## src/rtl/mbd_pkg.sv

```systemverilog
// Shared types and constants for the multi-button debouncer.
// Used by mbd_button_lane and multi_button_debouncer_top; depends on nothing.
package mbd_pkg;

    // Storage sizing.
    localparam int MAX_BUTTONS = 8;
    localparam int TIME_BITS   = 16;

    // Field widths fixed by the stream and configuration formats.
    localparam int PIN_BITS   = 8;
    localparam int IDX_BITS   = 3;
    localparam int CNT_BITS   = 4;
    localparam int CFG_BITS   = 16;
    localparam int CFG_IDX_BITS = 2;
    localparam int NUM_LANES  = (MAX_BUTTONS < PIN_BITS) ? MAX_BUTTONS : PIN_BITS;
    localparam int CMP_BITS   = (TIME_BITS > CFG_BITS) ? TIME_BITS : CFG_BITS;

    localparam int S_TDATA_BITS = 16;
    localparam int M_TDATA_BITS = 24;

    localparam logic [TIME_BITS-1:0] TIME_MAX = {TIME_BITS{1'b1}};

    // Input item kinds carried in s_tuser.
    typedef enum logic {
        CMD_TICK    = 1'b0,
        CMD_CONSUME = 1'b1
    } cmd_t;

    // Configuration register indexes.
    localparam logic [CFG_IDX_BITS-1:0] REG_BUTTON_COUNT = 2'd0;
    localparam logic [CFG_IDX_BITS-1:0] REG_DEBOUNCE_MS  = 2'd1;
    localparam logic [CFG_IDX_BITS-1:0] REG_STARTUP_MS   = 2'd2;

    // Reset values of the configuration registers.
    localparam logic [CNT_BITS-1:0] BUTTON_COUNT_RST = 4'd4;
    localparam logic [CFG_BITS-1:0] DEBOUNCE_RST     = 16'd50;
    localparam logic [CFG_BITS-1:0] STARTUP_RST      = 16'd1000;

    // Per-lane control from the top level.
    typedef struct packed {
        logic tick;      // a tick transfer is being taken this cycle
        logic startup;   // uptime is still inside the startup window
        logic active;    // this button is in use
        logic clear;     // a consume transfer clears this button's latch
    } lane_ctrl_t;

    // Saturating increment of a time counter.
    function automatic logic [TIME_BITS-1:0] sat_inc(input logic [TIME_BITS-1:0] v);
        logic [TIME_BITS-1:0] r;
        r = (v == TIME_MAX) ? TIME_MAX : v + 1'b1;
        return r;
    endfunction

endpackage

```

## src/rtl/mbd_button_lane.sv

```systemverilog
// State and update logic for one debounced button.
// Depends on mbd_pkg for the lane control struct and time helpers.
module mbd_button_lane
    import mbd_pkg::*;
(
    input  logic                 clk,
    input  logic                 rst_n,
    input  lane_ctrl_t           ctrl,
    input  logic                 level,        // raw pin level, 0 means pressed
    input  logic [CFG_BITS-1:0]  debounce_ms,
    output logic                 latch,        // press latch before this cycle
    output logic                 stable_next,  // debounced level after this cycle
    output logic                 latch_next    // press latch after this cycle
);

    logic [TIME_BITS-1:0] age_reg;
    logic [TIME_BITS-1:0] age_next;
    logic                 reading_reg;
    logic                 reading_next;
    logic                 stable_reg;
    logic                 latch_reg;
    logic                 changed;
    logic [TIME_BITS-1:0] age_step;
    logic                 settled;

    // A change restarts the age; otherwise it grows and saturates.
    assign changed  = (level != reading_reg);
    assign age_step = changed ? '0 : sat_inc(age_reg);
    assign settled  = (CMP_BITS'(age_step) >= CMP_BITS'(debounce_ms));

    // Next state for a tick, a consume or an idle cycle.
    always_comb
    begin
        age_next     = age_reg;
        reading_next = reading_reg;
        stable_next  = stable_reg;
        latch_next   = latch_reg;
        if (ctrl.tick && ctrl.active)
        begin
            if (ctrl.startup)
            begin
                age_next     = '0;
                reading_next = level;
                stable_next  = level;
                latch_next   = 1'b0;
            end
            else
            begin
                age_next     = age_step;
                reading_next = level;
                if (settled)
                begin
                    stable_next = level;
                    if (!level && stable_reg)
                    begin
                        latch_next = 1'b1;
                    end
                end
            end
        end
        else if (ctrl.clear)
        begin
            latch_next = 1'b0;
        end
    end

    assign latch = latch_reg;

    // Lane registers.
    always_ff @(posedge clk or negedge rst_n)
    begin
        if (!rst_n)
        begin
            age_reg     <= '0;
            reading_reg <= 1'b1;
            stable_reg  <= 1'b1;
            latch_reg   <= 1'b0;
        end
        else
        begin
            age_reg     <= age_next;
            reading_reg <= reading_next;
            stable_reg  <= stable_next;
            latch_reg   <= latch_next;
        end
    end

endmodule

```

## src/rtl/multi_button_debouncer_top.sv

```systemverilog
// Top level of the multi-button debouncer: stream ports, configuration
// registers, shared uptime counter and result register. Uses mbd_pkg and mbd_button_lane.
//
//  Channel | Signals                                  | Direction | Content
//  s       | s_tvalid s_tready s_tdata s_tuser        | in        | tick or consume item
//  m       | m_tvalid m_tready m_tdata                | out       | one result per item
//  cfg     | cfg_valid cfg_ready cfg_index cfg_data   | in        | register write
//
// Each item updates the button state on the transfer edge, and its result is in the
// output register on the next cycle, so one item per cycle is sustained while m_tready
// is high. The output register is the only stage, and s_tready is low only while a
// result waits and m_tready is low. Reset is asynchronous and active low; it restores
// the register defaults and clears all button state. cfg_ready is always high.
module multi_button_debouncer_top
    import mbd_pkg::*;
(
    input  logic                     clk,
    input  logic                     rst_n,
    input  logic                     s_tvalid,
    output logic                     s_tready,
    input  logic [S_TDATA_BITS-1:0]  s_tdata,   // [7:0] pin_levels, [10:8] button_index
    input  logic                     s_tuser,   // [0] cmd
    output logic                     m_tvalid,
    input  logic                     m_tready,
    output logic [M_TDATA_BITS-1:0]  m_tdata,   // [0] press_seen, [1] raw_pressed,
                                                // [9:2] stable_pressed,
                                                // [17:10] pending_presses
    input  logic                     cfg_valid,
    output logic                     cfg_ready,
    input  logic [CFG_IDX_BITS-1:0]  cfg_index,
    input  logic [CFG_BITS-1:0]      cfg_data
);

    logic [CNT_BITS-1:0]  button_count_reg;
    logic [CFG_BITS-1:0]  debounce_reg;
    logic [CFG_BITS-1:0]  startup_reg;
    logic [TIME_BITS-1:0] uptime_reg;
    logic [PIN_BITS-1:0]  pin_sample_reg;
    logic                 m_valid_reg;
    logic [M_TDATA_BITS-1:0] m_data_reg;
    logic [M_TDATA_BITS-1:0] m_data_next;

    logic                 take;
    cmd_t                 cmd;
    logic                 is_tick;
    logic                 is_consume;
    logic [PIN_BITS-1:0]  pins;
    logic [IDX_BITS-1:0]  idx;
    logic                 idx_valid;
    logic                 startup;
    logic [PIN_BITS-1:0]  latch_cur;
    logic [PIN_BITS-1:0]  stable_nx;
    logic [PIN_BITS-1:0]  latch_nx;
    logic                 seen;
    logic                 raw;

    // Handshakes: a new item is taken whenever the result register is free or draining.
    assign s_tready  = !m_valid_reg || m_tready;
    assign take      = s_tvalid && s_tready;
    assign cfg_ready = 1'b1;
    assign m_tvalid  = m_valid_reg;
    assign m_tdata   = m_data_reg;

    // Unpack the input item.
    assign cmd        = cmd_t'(s_tuser);
    assign pins       = s_tdata[PIN_BITS-1:0];
    assign idx        = s_tdata[PIN_BITS+IDX_BITS-1:PIN_BITS];
    assign is_tick    = take && (cmd == CMD_TICK);
    assign is_consume = take && (cmd == CMD_CONSUME);
    assign idx_valid  = ({1'b0, idx} < button_count_reg) && (int'(idx) < NUM_LANES);
    assign startup    = (CMP_BITS'(uptime_reg) < CMP_BITS'(startup_reg));

    // One lane per button; pin bits with no lane keep their reset levels.
    for (genvar i = 0; i < PIN_BITS; i++)
    begin : g_lane
        if (i < NUM_LANES)
        begin : g_used
            lane_ctrl_t ctrl;
            assign ctrl.tick    = is_tick;
            assign ctrl.startup = startup;
            assign ctrl.active  = (button_count_reg > CNT_BITS'(i));
            assign ctrl.clear   = is_consume && idx_valid && (idx == IDX_BITS'(i));

            mbd_button_lane u_lane (
                .clk         (clk),
                .rst_n       (rst_n),
                .ctrl        (ctrl),
                .level       (pins[i]),
                .debounce_ms (debounce_reg),
                .latch       (latch_cur[i]),
                .stable_next (stable_nx[i]),
                .latch_next  (latch_nx[i])
            );
        end
        else
        begin : g_unused
            assign latch_cur[i] = 1'b0;
            assign stable_nx[i] = 1'b1;
            assign latch_nx[i]  = 1'b0;
        end
    end

    // Consume results for the selected button.
    assign seen = idx_valid && latch_cur[idx];
    assign raw  = idx_valid && !pin_sample_reg[idx];

    // Result word.
    always_comb
    begin
        m_data_next = '0;
        m_data_next[0]     = is_consume && seen;
        m_data_next[1]     = is_consume && raw;
        m_data_next[9:2]   = ~stable_nx;
        m_data_next[17:10] = latch_nx;
    end

    // Configuration registers.
    always_ff @(posedge clk or negedge rst_n)
    begin
        if (!rst_n)
        begin
            button_count_reg <= BUTTON_COUNT_RST;
            debounce_reg     <= DEBOUNCE_RST;
            startup_reg      <= STARTUP_RST;
        end
        else if (cfg_valid)
        begin
            case (cfg_index)
                REG_BUTTON_COUNT: button_count_reg <= cfg_data[CNT_BITS-1:0];
                REG_DEBOUNCE_MS:  debounce_reg     <= cfg_data;
                REG_STARTUP_MS:   startup_reg      <= cfg_data;
                default:          ;
            endcase
        end
    end

    // Uptime and last pin sample, updated by ticks.
    always_ff @(posedge clk or negedge rst_n)
    begin
        if (!rst_n)
        begin
            uptime_reg     <= '0;
            pin_sample_reg <= '1;
        end
        else if (is_tick)
        begin
            uptime_reg     <= sat_inc(uptime_reg);
            pin_sample_reg <= pins;
        end
    end

    // Result register.
    always_ff @(posedge clk or negedge rst_n)
    begin
        if (!rst_n)
        begin
            m_valid_reg <= 1'b0;
        end
        else if (s_tready)
        begin
            m_valid_reg <= s_tvalid;
        end
    end

    always_ff @(posedge clk)
    begin
        if (take)
        begin
            m_data_reg <= m_data_next;
        end
    end

endmodule

```

## config.mk

```make
export PLATFORM = sky130hd
export DESIGN_NAME = multi_button_debouncer_top
export DESIGN_NICKNAME = d
export VERILOG_FILES = /design/src/rtl/mbd_pkg.sv /design/src/rtl/mbd_button_lane.sv /design/src/rtl/multi_button_debouncer_top.sv
export SDC_FILE = /design/constraint.sdc
export NUM_CORES = 1
export LEC_CHECK = 0
export BUFFER_PORTS_ARGS = -buffer_cell sky130_fd_sc_hd__buf_2
export CORE_MARGIN = 4
export CORE_UTILIZATION = 35
export CTS_CLUSTER_SIZE = 10
export DETAILED_ROUTE_END_ITERATION = 16
export GPL_TIMING_DRIVEN = 1
export SLEW_MARGIN = 20
export SYNTH_ARGS = -nofsm -noshare
export SYNTH_HDL_FRONTEND = slang
export SYNTH_SLANG_ARGS = --single-unit
export TNS_END_PERCENT = 100
```

## constraint.sdc

```tcl
create_clock -name clk -period 4.7 [get_ports clk]
set_input_delay 1.175 -clock clk [delete_from_list [all_inputs] [get_ports clk]]
set_output_delay 1.175 -clock clk [all_outputs]
set_load 0.02 [all_outputs]
```

# Yosys cells after proc, flatten, opt, wreduce, memory -nomap -nowiden
# Cells that the tools add are included.
[totals]
register_bits = 231
input_bits = 40
out_inout_bits = 27
wordCells = 236
[op_classes]
n_addsub = 9
order_cmp = 19
eq_ne = 26
mux = 93
n_bitwise = 2
n_reduce_logical = 48
[op_table]
columns = ["operator", "count"]
rows = [
  ["2-to-1 mux 16 bit", 25],
  ["adder 16 x 1 -> 16 bit, second input constant", 9],
  ["== test 16 bit, second input constant", 9],
  ["greater-or-equal comparator 16 bit", 8],
  ["2-to-1 mux 1 bit", 66],
  ["logical AND 1 bit", 32],
  ["> comparator 4 x 3 -> 1 bit, second input constant", 4],
  ["< comparator 16 bit", 1],
  ["== test 3 bit, second input constant", 4],
  ["zero test 1 bit", 10],
  ["> comparator 4 x 1 -> 1 bit, second input constant", 2],
  ["> comparator 4 x 2 -> 1 bit, second input constant", 2],
  ["inequality test 1 bit", 8],
  ["NOT 8 bit", 1],
  ["binary-select mux 1 bit (select 3 bit)", 2],
  ["== test 3 x 2 -> 1 bit, second input constant", 2],
  ["AND reduction 2 bit", 3],
  ["< comparator 3 x 4 -> 1 bit", 1],
  ["< comparator 3 x 4 -> 1 bit, second input constant", 1],
  ["== test 3 x 1 -> 1 bit, second input constant", 1],
  ["zero test 3 bit", 1],
  ["== test 2 x 1 -> 1 bit, second input constant", 1],
  ["== test 2 bit, second input constant", 1],
  ["zero test 2 bit", 1],
  ["other kinds (2)", 2],
]

# Depth between registers and ports, before layout
[logic_depth]
depth_word = 8
mapped_depth = 14
depth_no_buf = 14

# By module
# A second synthesis with hierarchy kept.
[unflattened]
cells_unflattened = 2027
area_unflattened_um2 = 18052.3
[by_module_without_submodules]
columns = ["module", "n_inst", "cells_each", "area_each_um2", "seq_area_each_um2"]
rows = [
  ["mbd_button_lane", 8, 213, 1766.7, 478.0],
  ["multi_button_debouncer_top", 1, 323, 3918.8, 2089.5],
]

# Least setup slack after synthesis
# OpenSTA, ideal clock, no wires.
[synth_path]
path_kind = "in2reg"
startpoint = "input port s_tdata[1]"
endpoint = "register with a tool-made name"
setup_ns = 0.082
t_arrival_ns = 3.575
setup_slack_ns = 1.042
stages = 10
n_path_buf = 1
path_cell_list = "xor2_1 clkbuf_1 a21oi_1 ha_1 a21oi_1 o21ai_0 a2111oi_0 o21ai_0 o21ai_0 mux2_2"
[synth_rtl]
columns = ["item", "line_no", "text"]
rows = [
  ["start, declared", "multi_button_debouncer_top.sv:21", "input logic [S_TDATA_BITS-1:0] s_tdata,"],
]

# Final worst setup path
[layout_path]
startpoint = "register g_lane[7].g_used.u_lane.age_reg[0]"
endpoint = "register m_data_reg[9] (netlist: m_tdata[9]), data pin"
[layout_via]
elab_chain_cells = 8
elab_cells_between_ends = 9
[layout_rtl]
columns = ["item", "line_no", "text"]
rows = [
  ["start, declared", "mbd_button_lane.sv:16", "logic [TIME_BITS-1:0] age_reg;"],
  ["start signal, assigned", "mbd_button_lane.sv:81", "age_reg <= age_next;"],
  ["adder 16 x 1 -> 16 bit / == test 16 bit (equally long branches)", "mbd_pkg.sv:50", "r = (v == TIME_MAX) ? TIME_MAX : v + 1'b1;"],
  ["2-to-1 mux 16 bit *", "mbd_pkg.sv:50", ""],
  ["2-to-1 mux 16 bit *", "mbd_button_lane.sv:28", "assign age_step = changed ? '0 : sat_inc(age_reg);"],
  ["greater-or-equal comparator 16 bit *", "mbd_button_lane.sv:29", "assign settled = (CMP_BITS'(age_step) >= CMP_BITS'(debounce_ms));"],
  ["2-to-1 mux 1 bit *", "mbd_button_lane.sv:51", "if (settled)"],
  ["2-to-1 mux 1 bit *", "mbd_button_lane.sv:40", "if (ctrl.startup)"],
  ["2-to-1 mux 1 bit *", "mbd_button_lane.sv:38", "if (ctrl.tick && ctrl.active)"],
  ["NOT 8 bit *", "multi_button_debouncer_top.sv:113", "m_data_next[9:2] = ~stable_nx;"],
  ["named net m_data_next[9]", "multi_button_debouncer_top.sv:41", "logic [M_TDATA_BITS-1:0] m_data_next;"],
  ["end signal, assigned", "multi_button_debouncer_top.sv:169", "m_data_reg <= m_data_next;"],
  ["end, declared", "multi_button_debouncer_top.sv:40", "logic [M_TDATA_BITS-1:0] m_data_reg;"],
]
# The timed path passes the listed nets; every way through them passes the cells marked *.
# A chain may end at the register's enable or synchronous reset.

==> results_dict.tcl <==
set metrics [dict create \
    finalNonFillerCells 2251 \
    leakage_uw 0.00766 \
    skew_ns 0.0154 \
    grt_start_max_net_pins 102 \
    synth_area_sq_mm 0.0153 \
    critical_path_class "flip-flop to flip-flop" \
    drv_slew 0 \
    cts_resized 0 \
    cts-root-buf "clkbuf_16" \
    clock_latency_ns 0.57 \
    holdBufCountCts 0 \
    syn_inst 1583 \
    ys_warn_count 0 \
    vias 12600 \
    start_util_pct 35.5 \
    hold_end "pin_sample_reg[3]" \
    core_area_sq_mm 0.0431 \
    status "completed" \
    fillers 4236 \
    start_kind "flip-flop" \
    io_pins 67 \
    nNetsFinal 1835 \
    synth_area_leader_cell "dfrtp_1" \
    cts-buffers-inserted 30 \
    synth.distinct_cells 59 \
    first_global_vias 12400 \
    cts_sinks 231 \
    finalHoldViolCount 0 \
    hold_start "pin_sample_reg[3]" \
    grt_use_total_pct 18.0 \
    rsz0062_at_grt "false" \
    place_congestion 0.857 \
    slew_headroom_pct 26.6 \
    rr_endpoint "m_tdata[9]" \
    synth_edf_count 18 \
    htreeDepth 1 \
    synth_ff_type "dfrtp_1" \
    fin_crit_ns 4.15 \
    die_area_sq_mm 0.0471 \
    ant_nets 0 \
    rows 76 \
    firstDrtPassIters 5 \
    maxCapViolCount 0 \
    detail_route.vias_per_cell 5.61 \
    tightest_slew_ns 1.10 \
    ff2ff_path_depth 12 \
    arrival_ns 4.50 \
    wl_per_cell_um 18.9 \
    hp-class "flip-flop to flip-flop" \
    period_share_pct 88.3 \
    yosys-top-cells-area "dfrtp_1 29%, ha_1 13%, a22o_1 6.1%" \
    reg2reg_setup_slack_ns 0.55 \
    grt.overflow.total 0 \
    async_flop_share_pct 92.2 \
    drtIter0Drc 1074 \
    setup_viol 0 \
    yosysTopAreaCellShare_pct 29.3 \
    drc_errors 0 \
    cts_tree "yes" \
    min_path_cells 2 \
    die_x_um 217 \
    r2r-start "g_lane[7].g_used.u_lane.age_reg[0]" \
    path_max_fanout 14 \
    die_h_um 217 \
    clkTransAtPathRegs_ns 0.06 \
    ys_ff_latch 231 \
    wl_mm 42.6 \
    required_ns 5.05 \
    largest_reg_flops 128 \
    fmax_mhz 241 \
    worstSetupEndpointType "flip-flop" \
    antenna_found_initial 3 \
    syn_avg_cell_area_sq_um 9.66 \
    power_density_mw_per_mm2 332 \
    post-place-cells 2194 \
    tns_ns 0 \
    vdd_ir_drop_max_uv 290 \
    cts_buffer_depth 3 \
    numPortBuffers 54 \
    dp_hpwl_mm 29.3 \
    drive_above_1_share_pct 13.6 \
    postCtsSetupBuffers 0 \
    grt_pass1_wl_mm 68.4 \
    ys_seq_area_share_pct 38.7 \
    area_delta_synth_final_pct 12.7 \
]
-- layout make-up --
type / count / area (sq um) / area share, %
diodes: 1 / 2.50 / 0.0145
clock buffers: 51 / 911 / 5.29
clock inverters: 5 / 28.8 / 0.167
inverters: 67 / 251 / 1.46
multi-input cells: 1225 / 8860 / 51.4
flip-flops and latches: 231 / 5910 / 34.3
well taps: 585 / 732 / 4.25
repair buffers: 86 / 533 / 3.09
-- worst max-delay path by stage --
stage                                  startpoint          to  slack (ns)
3_3_place_gp                           s_tdata[2]  m_tdata[4]        0.60
4_1_cts        g_lane[7].g_used.u_lane.age_reg[0]  m_tdata[9]        0.63
6_report       g_lane[7].g_used.u_lane.age_reg[0]  m_tdata[9]        0.55
3_5_place_dp                           s_tdata[2]  m_tdata[4]        0.60
2_1_floorplan                          s_tdata[1]   flip-flop        1.04
5_1_grt        g_lane[4].g_used.u_lane.age_reg[9]  m_tdata[6]        0.14
-- power by group --
group / switching, uW / total, uW / internal [uW]
logic: 768 / 1150 / 383
registers: 130 / 2360 / 2230
clock network: 901 / 2200 / 1300
-- Yosys cell counts (42+ instances only) --
cell      instances
a21oi_1         153
ha_1            154
o21ai_0          55
dfrtp_1         179
mux2_2           44
nand4_1          49
a22o_1          106
nand2_1         135
clkbuf_1         43
xnor2_1          42
inv_1            67
nand3_1          80
xor2_1           52
nor2_1           64
-- critical path: stages, from the launching register on --
cell and delay [ns]:
dfrtp_1 0.39, ha_1 0.22, and4_1 0.34, and2_1 0.25, nand3_1 0.47, a21oi_1 0.39, ha_1 0.29, a21oi_1 0.15
o21ai_0 0.11, a2111oi_0 0.36, o21ai_0 0.25, o21ai_0 0.33, mux2i_1 0.38
-- stage by stage --
stage | total power, uW | setup slack [ns] | util (%) | instance area, sq um | hold slack [ns]
4_1_cts | 5770 | 0.631 | 40.0 | 17200 | 0.461
3_3_place_gp | 3480 | 0.595 | 37.8 | 16300 | 0.448
2_1_floorplan | 3060 | 1.04 | - | 15300 | 0.437
6_report | 5710 | 0.552 | 40.0 | 17200 | 0.457
3_5_place_dp | 3530 | 0.601 | 37.8 | 16300 | 0.448
5_1_grt | 6000 | 0.144 | 40.0 | 17200 | 0.474
-- cell usage in the layout (no fill, tap or decap), drive strengths merged, types with 12 or more instances in the layout --
master	Yosys	final
and4	15	15
dfstp	34	34
xor2	52	52
edfxtp	18	18
a22o	106	106
a21o	23	23
nor2	70	70
o21ai	60	60
xnor2	42	42
and3	24	24
clkbuf	43	51
buf	22	86
o31ai	12	12
mux2	46	46
a21oi	153	153
nor3	16	16
a211oi	25	25
inv	67	68
nand2	135	135
nand3	80	80
nand4	49	49
ha	154	154
a31oi	18	18
mux2i	16	16
dfrtp	179	179
-- per-layer routing --
| metal | vias up | GRT usage (%) | share of wire (%) |
|---|---|---|---|
| met2 | 321 | 28.0 | 44 |
| met3 | 68 | 3.73 | 6.5 |
| met5 | - | 0 | 0.063 |
| met4 | 4 | 4.18 | 2.2 |
| met1 | 6204 | 25.8 | 48 |
| li1 | 6042 | - | - |
-- logic make-up (layout without fill, tap and decap cells) --
group / after synthesis / count (layout) / share of synthesized area [%]
fa+ha+maj: 154 / 154 / 12.6
mux: 66 / 66 / 5.03
simple gates: 456 / 456 / 15.2
compound gates: 448 / 448 / 19.5
buf+inv: 132 / 209 / 3.55
xor+xnor: 94 / 94 / 5.39
flops: 231 / 231 / 38.7
other cells: 2 / 8 / 0.0491
Power figures use the tool's default switching activity.
